$ cat config.mk
export PLATFORM = sky130hd
export DESIGN_NAME = bps_fifo
export DESIGN_NICKNAME = d
export VERILOG_FILES = /design/src/hw/rtl/bps_fifo.sv
export VERILOG_INCLUDE_DIRS = /design/src /design/src/hw/rtl
export SDC_FILE = /design/constraint.sdc
export NUM_CORES = 1
export LEC_CHECK = 0
export BUFFER_PORTS_ARGS = -buffer_cell sky130_fd_sc_hd__buf_4
export CELL_PAD_IN_SITES_DETAIL_PLACEMENT = 1
export CELL_PAD_IN_SITES_GLOBAL_PLACEMENT = 2
export CORE_ASPECT_RATIO = 0.5
export CORE_UTILIZATION = 55
export CTS_BUF_LIST = sky130_fd_sc_hd__clkbuf_4
export CTS_CLUSTER_DIAMETER = 50
export DETAILED_ROUTE_END_ITERATION = 16
export PLACE_DENSITY = 0.85
export SYNTH_ARGS = -nofsm -noshare
export SYNTH_HDL_FRONTEND = slang
export SYNTH_SLANG_ARGS = --single-unit
$ cat constraint.sdc
create_clock -name clk_i -period 4.2 [get_ports clk_i]
set_input_delay 0.42 -clock clk_i [delete_from_list [all_inputs] [get_ports clk_i]]
set_output_delay 0.42 -clock clk_i [all_outputs]
set_load 0.05 [all_outputs]
$ cat src/hw/rtl/assert_macros.svh
// Assertion macros shared by the scaler RTL.
// Depends on nothing; define NO_ASSERTIONS to compile the checks away.
`ifndef ASSERT_MACROS_SVH
`define ASSERT_MACROS_SVH
`ifndef NO_ASSERTIONS
// The property must hold at every clock edge outside reset.
`define ASSERT_HOLDS(label, clk, rstn, prop, msg) \
  label: assert property (@(posedge clk) disable iff (!rstn) (prop)) else $error(msg);
// The condition must never be seen at a clock edge outside reset.
`define ASSERT_NEVER(label, clk, rstn, cond, msg) \
  label: assert property (@(posedge clk) disable iff (!rstn) !(cond)) else $error(msg);
`else
`define ASSERT_HOLDS(label, clk, rstn, prop, msg)
`define ASSERT_NEVER(label, clk, rstn, cond, msg)
`endif
`endif

$ cat src/hw/rtl/bps_fifo.sv
// Small register queue with a combinational head.
// Stands alone; uses the shared assertion macros.
`default_nettype none
`include "assert_macros.svh"
module bps_fifo #(
  parameter int unsigned W     = 8,
  parameter int unsigned DEPTH = 32
) (
  input  wire logic         clk_i,
  input  wire logic         rst_ni,
  input  wire logic         push_i,
  input  wire logic [W-1:0] data_i,
  input  wire logic         pop_i,
  output logic              valid_o,
  output logic [W-1:0]      data_o
);
  localparam int unsigned PW = (DEPTH > 1) ? $clog2(DEPTH) : 1;
  localparam int unsigned CW = $clog2(DEPTH + 1);

  logic [W-1:0]  mem_q [DEPTH];
  logic [PW-1:0] wr_q, wr_d, rd_q, rd_d;
  logic [CW-1:0] cnt_q, cnt_d;

  // Pointers wrap at the queue depth.
  always_comb begin
    wr_d  = wr_q;
    rd_d  = rd_q;
    if (push_i) begin
      wr_d = (32'(wr_q) == DEPTH - 1) ? '0 : wr_q + 1'b1;
    end
    if (pop_i) begin
      rd_d = (32'(rd_q) == DEPTH - 1) ? '0 : rd_q + 1'b1;
    end
    cnt_d = cnt_q + CW'(push_i) - CW'(pop_i);
  end

  always_ff @(posedge clk_i or negedge rst_ni) begin
    if (!rst_ni) begin
      wr_q  <= '0;
      rd_q  <= '0;
      cnt_q <= '0;
    end else begin
      wr_q  <= wr_d;
      rd_q  <= rd_d;
      cnt_q <= cnt_d;
    end
  end

  always_ff @(posedge clk_i) begin
    if (push_i) begin
      mem_q[wr_q] <= data_i;
    end
  end

  assign valid_o = (cnt_q != '0);
  assign data_o  = mem_q[rd_q];

  `ASSERT_NEVER(a_no_overflow, clk_i, rst_ni, push_i && !pop_i && 32'(cnt_q) == DEPTH, "queue overflow")
  `ASSERT_NEVER(a_no_underflow, clk_i, rst_ni, pop_i && cnt_q == '0, "queue underflow")
endmodule
`default_nettype wire

---- After elaboration in Yosys (flattened, before gate mapping) ----
Memory sizes are Yosys's and may differ from the RTL's.
Cells that the tools add are included.
word-level totals
  bits in registers ....................... 16
  RAM bits ................................ 256
  input bits .............................. 12
  memories kept ........................... 1
memories
  name   depth  bits a word  read ports  clocked after memory_dff  write ports  line            source
  mem_q  32     8            1           0                         1            bps_fifo.sv:20  logic [W-1:0] mem_q [DEPTH];
cells by class
  add/subtract/negate cells ............... 4
  equality and inequality tests ........... 2
  multiplexer cells ....................... 4
  reductions and logical operators ........ 1
operator list
  kind                                                            number
  5-bit by 1-bit adder with 5-bit output (second input constant)  2
  5-bit == test (second input constant)                           2
  5-bit 2-to-1 mux                                                2
  6-bit by 1-bit adder with 6-bit output                          1
  6-bit nonzero test                                              1
  6-bit by 1-bit subtractor with 6-bit output                     1
  1-bit 2-to-1 mux                                                2

---- Depth between registers and ports, before layout ----
  depth after elaboration ................. 2
  gate-level depth with buffers ........... 10
  mapped depth without buffers ............ 10

---- Worst setup path after synthesis ----
Ideal clock, no wire load.
  path kind ............................... register to output
  start point ............................. reg rd_q[1]
  end point ............................... out data_o[5]
  arrival time ............................ 2.004 ns
  required time ........................... 3.780 ns
  slack ................................... 1.776 ns
  cell stages (with the launch flop) ...... 7
  path buffers ............................ 2
  cells stage by stage .................... dfrtp_1 > buf_6 > nand3b_1 > buf_2 > o22ai_1 > a211oi_1 > a22oi_1
between the ends
  cells in the longest elaborated chain, start to end .. 1
RTL lines
  item                    line            source
  from (decl)             bps_fifo.sv:21  logic [PW-1:0] wr_q, wr_d, rd_q, rd_d;
  from (signal assigned)  bps_fifo.sv:44  rd_q <= rd_d;
  memory 32 x 8 bit       --
  to (decl)               bps_fifo.sv:15  output logic [W-1:0] data_o
Every way passes these cells.

---- Worst setup path after layout ----
  start point ............................. reg rd_q[0]
  end point ............................... out data_o[6]
Same word-level chain as after synthesis.

==> metrics.cfg <==
[placement]
gp_congestion=0.7895
dp_hpwl_um=15610
post-place-ws_ns=1.097
io_buffers=20

[pwr]
vdd_drop_max_v=0.0003248
p_per_area_nw_per_um2=617.0
p_leak_nw=4.078
internal_power_mw=4.901
p_seq_share_pct=45.7
power_frac_clock_pct=25.9
swShare_pct=34.00
power.switching_mw=2.524
total_power_mw=7.425
pwr-share-comb_pct=28.4

[sta]
holdWs_ns=0.08453
tns_ns=0
hold_viol=0
fin_crit_ns=3.746
maxSlewHeadroom_pct=18.15
worst_pin_slew_ns=1.218
slew_viol_final=0
finalClockSkew_ns=0.02950
setup_slack_ns=0.4537
grt_setup_unrepaired=false
setup_violations=0
finalCritPeriodShare_pct=89.20
fmax_mhz=266.9

[logic_synthesis]
ys_types=35
syn_area_per_cell_sq_um=19.32
synth.area.mux_share_pct=13.54
synth-compound-area-share_pct=4.697
ys_seq_area_share_pct=74.23
yosys_register_bits=272
synth_adder_area_share_pct=1.906
synth_warnings=0
syn_area_sq_um=10900
synth_cells=564
syn-num-nets=592
synthXorXnorAreaFrac_pct=0.2412
synth_top_family_by_area=multiplexers
yosys.area_share.simple_pct=2.951

[floorplan]
num_rows=35
pin_count=21
die_x_um=201.0
fp.dieArea_sq_um=20410
core_region_area_sq_um=18870
die_y_um=101.5
initial_core_util_pct=57.73

[clock_network]
cts_tree=yes
cts_buffers=57
clock-sinks=272
clk_latency_ns=0.66
htree_num_levels=2
holdBufCountCts=2
cts_setup_buffers=0
clk_pin_slew_ns=0.07
ctsResizeCount=0
clk_path_buf_depth=3
clockRootBuffer=clkbuf_4

[drt]
wl_per_cell_um=26.69
drt-initial-drc-count=591
ant_nets=0
drc=0
vias=5610
first_pass_iters=5
routed_wirelength_um=24720
viasPerCell=6.058

[grt]
grt_max_degree=42
grt.total_usage_pct=25.27
antenna_found_initial=0
overflow=0
grt_pass1_wl_um=36650
first_global_vias=5818

[finish]
drive_above_1_share_pct=25.34
final_cell_mix=256 x edfxtp_1, 83 x clkbuf_4, 40 x mux4_2
layout_commonest_cell=edfxtp_1
diodes=0
multi_input_area_sq_um=2542
fill_cells=1626
fin_nets=662
seqCellArea_sq_um=8093
syn_to_final_growth_pct=10.44

[job]
max_cap_viol_count=0

[critical_path]
path_max_fanout=36
critPathLaunchType=flip-flop
worst-r2r-setup-slack_ns=1.70
endpoint_kind=output port
critPathKind=reg -> out
critPathArrivalTime_ns=3.33
crit_required_ns=3.78

[outcome]
status=complete, no violations

[hold_path]
min_path_type=in -> reg

## state kept, by name, indices dropped and copies added (netlist names)
signal,cells
mem_q,256
wr_q,5
rd_q,5
cnt_q,6
## worst paths after layout
path                       startpoint          end  cells past startpoint
min                            push_i      wr_q[3]                      2
max                           rd_q[0]    data_o[6]                      6
min reg2reg                  cnt_q[1]     cnt_q[1]                      2
min in group asynchronous      rst_ni      rd_q[0]                      2
max reg2reg                   wr_q[0]  mem_q[6][3]                      4
max in group asynchronous      rst_ni     cnt_q[5]                      2
## logic make-up (layout without fill, tap and decap cells)
kind of cell / after synthesis / count (layout)
buf+inv: 47 / 150
flops: 272 / 272
xor+xnor: 3 / 3
simple gates: 68 / 68
fa+ha+maj: 16 / 16
mux: 84 / 84
compound gates: 74 / 74
## critical path, stage by stage, from the launching register on
cell and delay (ns):
dfrtp_4 0.91, buf_4 0.38, mux2i_1 0.26, o22ai_1 0.09
a211oi_1 0.55, a22oi_1 0.21, buf_4 0.24
## layer usage
layer | part of all wire [%] | wire length, um | up-vias | global-route usage, %
met4 | 1.0 | 257 | 0 | 5.755
met5 | 0 | 0 | - | 0
met1 | 44 | 10780 | 2948 | 34.62
li1 | - | - | 2457 | -
met2 | 49 | 12010 | 181 | 41.55
met3 | 6.7 | 1667 | 24 | 6.628
## layout make-up
type                            instances  area share (%)
Clock buffer                           83           5.178
Sequential cell                       272           67.26
Multi-Input combinational cell        245           21.13
Tap cell                              259           2.693
Timing Repair Buffer                   41           2.704
Inverter                               17          0.5303
Clock inverter                          9          0.5095
## cells in the mapped netlist
cell        n  area (sq um)
a32o_1      1         10.01
buf_6       9         101.4
mux4_2     40         900.9
mux2_2      3         33.78
nand4_1     1         6.260
edfxtp_1  256          7687
o21ai_0     7         35.03
a21oi_1    12         60.06
nand2_1     8         30.03
fa_1        1         20.02
buf_4       2         15.01
mux2i_1    33         330.3
xor2_1      2         17.52
dfrtp_1    16         400.4
a22oi_1    25         187.7
xnor2_1     1         8.760
a211oi_1    9         67.56
o22ai_1    10         62.56
nand2b_1    3         18.77
nor3_1     11         55.05
nor2b_1     2         12.51
nor3b_1     2         15.01
and3_1      2         12.51
mux4_1      8         210.2
clkbuf_1    8         30.03
or3_1       1         6.260
o2111a_1    1         11.26
inv_1      17         63.81
nor2_1     28         105.1
nand3_1     6         30.03
buf_2      11         55.05
o221ai_1    8         70.07
nand3b_1    4         30.03
a21o_1      1         7.510
ha_1       15         187.7
## power groups by stage
| stage | sequential, mW | clock (mW) | combinational, mW |
|---|---|---|---|
| floorplan | 3.27 | 0 | 1.59 |
| global placement | 3.43 | 0 | 2.03 |
| detailed placement | 3.45 | 0 | 2.10 |
| CTS | 3.39 | 1.96 | 2.12 |
| global route | 3.42 | 2.07 | 2.26 |
| finish | 3.40 | 1.92 | 2.11 |
## metrics by stage
step / cells / cell area, sq um / util [%]
floorplan: 564 / 10900 / -
global placement: 832 / 11330 / 60.02
detailed placement: 832 / 11330 / 60.02
CTS: 926 / 12030 / 63.75
global route: 926 / 12030 / 63.75
finish: 926 / 12030 / 63.75
No activity file was read; power rests on OpenSTA's default activity.
