**config.mk**
```make
export PLATFORM = sky130hd
export DESIGN_NAME = bps_div
export DESIGN_NICKNAME = d
export VERILOG_FILES = /design/src/hw/rtl/assert_macros.svh /design/src/hw/rtl/bps_div.sv
export SDC_FILE = /design/constraint.sdc
export NUM_CORES = 2
export LEC_CHECK = 0
export ABC_AREA = 0
export CAP_MARGIN = 15
export CORE_UTILIZATION = 35
export DETAILED_ROUTE_END_ITERATION = 8
export DONT_BUFFER_PORTS = 1
export GPL_TIMING_DRIVEN = 0
export MAX_ROUTING_LAYER = met4
export PLACE_DENSITY = 0.55
export SYNTH_ARGS = -nofsm -noshare
export SYNTH_HDL_FRONTEND = slang
export SYNTH_SLANG_ARGS = --single-unit
export TNS_END_PERCENT = 1
```
**constraint.sdc**
```tcl
create_clock -name clk_i -period 3.4 [get_ports clk_i]
set_clock_uncertainty 0.15 [all_clocks]
set_input_delay 0.68 -clock clk_i [delete_from_list [all_inputs] [get_ports clk_i]]
set_output_delay 0.68 -clock clk_i [all_outputs]
set_load 0.005 [all_outputs]
```
**src/hw/rtl/assert_macros.svh**
```systemverilog
// Assertion macros shared by the scaler RTL.
// Depends on nothing; define NO_ASSERTIONS to compile the checks away.
`ifndef ASSERT_MACROS_SVH
`define ASSERT_MACROS_SVH
`ifndef NO_ASSERTIONS
// The property must hold at every clock edge outside reset.
`define ASSERT_HOLDS(label, clk, rstn, prop, msg) \
  label: assert property (@(posedge clk) disable iff (!rstn) (prop)) else $error(msg);
// The condition must never be seen at a clock edge outside reset.
`define ASSERT_NEVER(label, clk, rstn, cond, msg) \
  label: assert property (@(posedge clk) disable iff (!rstn) !(cond)) else $error(msg);
`else
`define ASSERT_HOLDS(label, clk, rstn, prop, msg)
`define ASSERT_NEVER(label, clk, rstn, cond, msg)
`endif
`endif

```
**src/hw/rtl/bps_div.sv**
```systemverilog
// Pipelined restoring divider, two lanes sharing one divisor.
// One quotient bit per stage; stands alone.
`default_nettype none
module bps_div #(
  parameter int unsigned NW = 38,
  parameter int unsigned DW = 11,
  parameter int unsigned QW = 18,
  parameter int unsigned PW = 8
) (
  input  wire logic          clk_i,
  input  wire logic          rst_ni,
  input  wire logic          in_valid_i,
  input  wire logic [NW-1:0] num_a_i,
  input  wire logic [NW-1:0] num_b_i,
  input  wire logic [DW-1:0] den_i,
  input  wire logic [PW-1:0] pay_i,
  output logic               out_valid_o,
  output logic [QW-1:0]      quo_a_o,
  output logic [QW-1:0]      quo_b_o,
  output logic [PW-1:0]      pay_o
);
  logic          vld_q   [QW+1];
  logic [DW-1:0] rem_a_q [QW+1];
  logic [DW-1:0] rem_b_q [QW+1];
  logic [QW-1:0] quo_a_q [QW+1];
  logic [QW-1:0] quo_b_q [QW+1];
  logic [NW-1:0] num_a_q [QW+1];
  logic [NW-1:0] num_b_q [QW+1];
  logic [DW-1:0] den_q   [QW+1];
  logic [PW-1:0] pay_q   [QW+1];

  // Load stage: the top bits of the dividend are already below the divisor.
  always_ff @(posedge clk_i or negedge rst_ni) begin
    if (!rst_ni) begin
      vld_q[0] <= 1'b0;
    end else begin
      vld_q[0] <= in_valid_i;
    end
  end

  always_ff @(posedge clk_i) begin
    rem_a_q[0] <= DW'(num_a_i >> QW);
    rem_b_q[0] <= DW'(num_b_i >> QW);
    quo_a_q[0] <= '0;
    quo_b_q[0] <= '0;
    num_a_q[0] <= num_a_i;
    num_b_q[0] <= num_b_i;
    den_q[0]   <= den_i;
    pay_q[0]   <= pay_i;
  end

  // Each stage brings down one dividend bit and decides one quotient bit.
  for (genvar k = 1; k <= QW; k++) begin : g_stage
    logic [DW:0] ta, tb;
    logic        ge_a, ge_b;

    assign ta   = {rem_a_q[k-1], num_a_q[k-1][QW-k]};
    assign tb   = {rem_b_q[k-1], num_b_q[k-1][QW-k]};
    assign ge_a = (ta >= {1'b0, den_q[k-1]});
    assign ge_b = (tb >= {1'b0, den_q[k-1]});

    always_ff @(posedge clk_i or negedge rst_ni) begin
      if (!rst_ni) begin
        vld_q[k] <= 1'b0;
      end else begin
        vld_q[k] <= vld_q[k-1];
      end
    end

    always_ff @(posedge clk_i) begin
      rem_a_q[k] <= ge_a ? DW'(ta - {1'b0, den_q[k-1]}) : DW'(ta);
      rem_b_q[k] <= ge_b ? DW'(tb - {1'b0, den_q[k-1]}) : DW'(tb);
      quo_a_q[k] <= {quo_a_q[k-1][QW-2:0], ge_a};
      quo_b_q[k] <= {quo_b_q[k-1][QW-2:0], ge_b};
      num_a_q[k] <= num_a_q[k-1];
      num_b_q[k] <= num_b_q[k-1];
      den_q[k]   <= den_q[k-1];
      pay_q[k]   <= pay_q[k-1];
    end
  end

  assign out_valid_o = vld_q[QW];
  assign quo_a_o     = quo_a_q[QW];
  assign quo_b_o     = quo_b_q[QW];
  assign pay_o       = pay_q[QW];
endmodule
`default_nettype wire

```
# [Word level (Yosys, flattened, before mapping)]
# Memory sizes are Yosys's and may differ from the RTL's.
# Cells that the tools add are included.
[totals] mem_count=8 in_bits=98 regBits=19 out_inout_bits=45 ram_bits=2907 wordCells=135
[classes] muxes=36 magnitude_cmp=36 n_addsub=36
[memory_table] name="num_a_q" words=19 word_bits=38 rd=18 rd_clocked_by_memory_dff=0 wr=19 line="bps_div.sv:27" rtl="logic [NW-1:0] num_a_q [QW+1];"
[memory_table] name="num_b_q" words=19 word_bits=38 rd=18 rd_clocked_by_memory_dff=0 wr=19 line="bps_div.sv:28" rtl="logic [NW-1:0] num_b_q [QW+1];"
[memory_table] name="quo_a_q" words=19 word_bits=18 rd=19 rd_clocked_by_memory_dff=0 wr=19 line="bps_div.sv:25" rtl="logic [QW-1:0] quo_a_q [QW+1];"
[memory_table] name="quo_b_q" words=19 word_bits=18 rd=19 rd_clocked_by_memory_dff=0 wr=19 line="bps_div.sv:26" rtl="logic [QW-1:0] quo_b_q [QW+1];"
[memory_table] name="den_q" words=19 word_bits=11 rd=18 rd_clocked_by_memory_dff=0 wr=19 line="bps_div.sv:29" rtl="logic [DW-1:0] den_q [QW+1];"
[memory_table] name="rem_a_q" words=19 word_bits=11 rd=18 rd_clocked_by_memory_dff=0 wr=19 line="bps_div.sv:23" rtl="logic [DW-1:0] rem_a_q [QW+1];"
[memory_table] name="+2 memories"
[ops] operator=">= comparator 12 x 11 -> 1 bit" count=36
[ops] operator="2-to-1 mux 11 bit" count=36
[ops] operator="subtractor 11 bit" count=36

# [Logic depth before layout (Yosys ltp)]
[logic_depth] word_depth=2 ltp_mapped=11 depth_no_buf=11

# [Least setup slack after synthesis]
# No wires, ideal clock.
[synth_path] kind="flip-flop to flip-flop" start="memory num_a_q[13][4]" end="memory rem_a_q[14][9]" path_buffers=1 arrival_ns=2.215 path_slack_ns=0.912 synth_period_minus_slack_ns=2.488 stages_incl_launch_ff=12 setup_time_ns=0.123 t_required_ns=3.127 path_cell_list="dfxtp_1 inv_1 ha_1 fa_1 and2b_1 o21ai_1 nand2b_1 a41o_1 a21oi_1 o21bai_1 buf_6 mux2_1"
[synth_rtl] item="start, declared" line="bps_div.sv:27"
[synth_rtl] item="end, declared" line="bps_div.sv:23"

==> qor.yml <==
clock_tree:
  cts_made_buffers: 156
  clk_transition_reported_paths_ps: 60
  cts_tree: "done"
  htree_levels: 4
  cts_num_sinks: 1449
  clock_latency_ps: 780
  cts_setup_buffers: 0
  cts_root_buf: "clkbuf_16"
  cts_buffer_depth: 3
logic_synthesis:
  synth_area_per_cell_um2: 11.6
  synth_top_area_share_pct: 56.0
  synth_top_area_cell: "dfxtp_1"
  synth-compound-area-share_pct: 11.3
  syn-num-nets: 4953
  yosys.area_share.simple_pct: 6.89
  synth_top_family_by_area: "compound AO/OA/AOI/OAI gates"
  synth-edff-count: 0
  synth_seq_area_share_pct: 56.9
  synth_cell_types: 77
  yosys.area_share.xor_xnor_pct: 4.01
  synth_seq_cells: 1449
  yosys.area_share.adder_pct: 11.0
  netlist_area_um2: 51200
  async_reset_ff_share_pct: 1.31
  synthTopCellsByArea: "dfxtp_1 56%, ha_1 9.7%, a21oi_1 3.1%"
  synth.area.mux_share_pct: 6.95
  ys.flop_type: "dfxtp_1"
  syn_inst: 4425
  ys_warn_count: 0
critical_path:
  r2r_cells: 11
  cp-end-kind: "flop"
  critPathMaxFanout: 10
  critical_path_class: "reg -> reg"
  r2r_end: "rem_a_q[14][9]"
  reg2reg_from: "num_a_q[13][4]"
  regToRegSetupSlack_ps: 210
  start_kind: "flop"
  crit_required_ps: 3900
  arrival_ps: 3690
sta:
  finalCritPeriodShare_pct: 93.7
  drv_slew: 0
  max_slew_margin_pct: 43.0
  tightest_slew_ps: 853
  period_minus_slack_ps: 3190
  setup_slack_ps: 213
  fmax_ghz: 0.314
  tns_ps: 0
  hold_viol_final: 0
  finalSetupViolations: 0
  rsz0062_at_grt: "false"
final_layout:
  drive_gt1_share_pct: 10.1
  syn2layout_area_growth_pct: 17.2
  nNetsFinal: 5190
routing:
  vias: 30900
  viasPerCell: 4.60
  drt_drc_violations_left: 0
  avgRoutedWirePerCell_um: 15.0
  drt_wl_total_mm: 100
  ant_nets: 0
  first_pass_iters: 5
  drt_iter0_markers: 1257
placement:
  hpwlAfterDp_mm: 75.5
  place_ws_ps: 208
  portBuffers: 0
  gp_congestion: 0.866
die:
  rows: 139
  start_util_pct: 35.4
  die_x_um: 384
  die_y_um: 384
  coreArea_um2: 144000
  ios: 143
  die_area_um2: 148000
worst_hold_path:
  min_to: "num_b_q[1][1]"
  hold_start: "num_b_q[0][1]"
  holdPathStages: 0
  hold_path_class: "reg -> reg"
global_route:
  grt_usage_pct: 13.9
  antenna_found_initial: 3
  grt_max_degree: 20
  grt_pass1_wl_mm: 159
  grt_pass1_vias: 30400
  overflow: 0
power_and_ir_drop:
  p_per_area_nw_per_um2: 1080
  peakVddDrop_v: 0.000514
  leakagePower_nw: 26.4
status:
  run_status: "completed"
flow_run:
  drv_cap: 0
area by class of cell:
type / count / area [um2]
Fill cell: 13600 / 84400
Sequential cell: 1449 / 29100
Multi-Input combinational cell: 2611 / 20500
Clock buffer: 208 / 4400
Tap cell: 1903 / 2380
Clock inverter: 82 / 1230
Inverter: 324 / 1220
Timing Repair Buffer: 79 / 791
Buffer: 41 / 300
Antenna cell: 5 / 12.5
what timing repair did:
action | CTS | global route
endpoints found under the hold margin | 97 | 0
gates resized for setup | 0 | 0
hold buffers | 79 | 0
cells in the mapped netlist (32+ instances only):
| library cell | n |
|---|---|
| mux2i_1 | 59 |
| xor2_1 | 68 |
| a21o_1 | 69 |
| dfxtp_1 | 1430 |
| o211ai_1 | 40 |
| mux2_1 | 121 |
| xnor2_1 | 166 |
| nand2b_1 | 33 |
| nand3b_1 | 32 |
| inv_1 | 323 |
| mux2_4 | 55 |
| mux2_2 | 69 |
| nand3_1 | 33 |
| o21ai_0 | 205 |
| nor2_1 | 201 |
| fa_1 | 34 |
| ha_1 | 396 |
| a21oi_1 | 315 |
| nand2_1 | 243 |
| nor2b_1 | 66 |
per-stage QoR:
step / std cells / total power, mW / hold WS [ps] / instance area [um2] / util [%]
after floorplan: 4425 / 41.4 / 160 / 51200 / -
after global placement: 6328 / 46.9 / 160 / 53500 / 37.1
after detailed placement: 6328 / 47.2 / 162 / 53500 / 37.1
after CTS: 6697 / 65.6 / 159 / 60000 / 41.5
after global routing: 6700 / 69.3 / 169 / 60000 / 41.5
final: 6702 / 64.7 / 154 / 60000 / 41.5
layout by cell type, fill, tap and decap left out, types with 34 or more instances in the layout:
cell type      count
nor2_1           201
xnor2_1          166
o21ai_0          205
xor2_1            68
mux2i_1           59
clkbuf_16        158
inv_1            323
mux2_4            55
mux2_1           121
nor2b_1           66
a21o_1            69
nand2_1          243
fa_1              34
dfxtp_1         1430
dlygate4sd3_1     79
mux2_2            69
ha_1             396
o211ai_1          40
a21oi_1          315
worst max-delay path, stage by stage (launching register included):
cell and delay [ps]:
dfxtp_1 300, inv_1 50, ha_1 220, fa_1 420, and2b_1 220, o21ai_1 50
nand2b_1 200, a41o_1 180, a21oi_1 130, o21bai_1 540, buf_6 270, mux2_1 340
metal layers:
layer / wire length (um) / GRT usage (%)
met3: 4030 / 2.79
met2: 45400 / 21.9
met5: 0 / -
met1: 47600 / 17.6
met4: 3130 / 5.31
flip-flops by register name, summed over array words and instances (netlist names):
signal       cells
den_q          198
num_a_q        172
num_b_q        172
out_valid_o      1
pay_q          152
quo_a_q        171
quo_b_q        171
rem_a_q        197
rem_b_q        197
vld_q           18
power breakdown:
| part | internal, mW | switching (mW) |
|---|---|---|
| logic | 10.8 | 12.3 |
| clock network | 10.7 | 7.08 |
| registers | 21.7 | 2.04 |
worst max-delay path by stage:
stage	start	end	slack, ps	depth (start not counted)
CTS	den_q[12][0]	rem_a_q[13][4]	190	10
finish	num_a_q[13][4]	rem_a_q[14][9]	210	11
detailed placement	num_a_q[12][5]	rem_a_q[13][4]	210	11
global route	num_a_q[12][5]	rem_a_q[13][9]	70	11
global placement	num_a_q[12][5]	rem_a_q[13][8]	180	11
floorplan	num_a_q[13][4]	rem_a_q[14][9]	910	11
cell families (layout without fill, tap and decap cells):
group,count (synthesis),in the layout
other cells,0,5
xor+xnor,234,234
flops,1449,1449
compound gates,909,909
simple gates,734,734
fa+ha+maj,430,430
buf+inv,365,734
mux,304,304
Note: power is estimated with default switching activity, not from simulation.
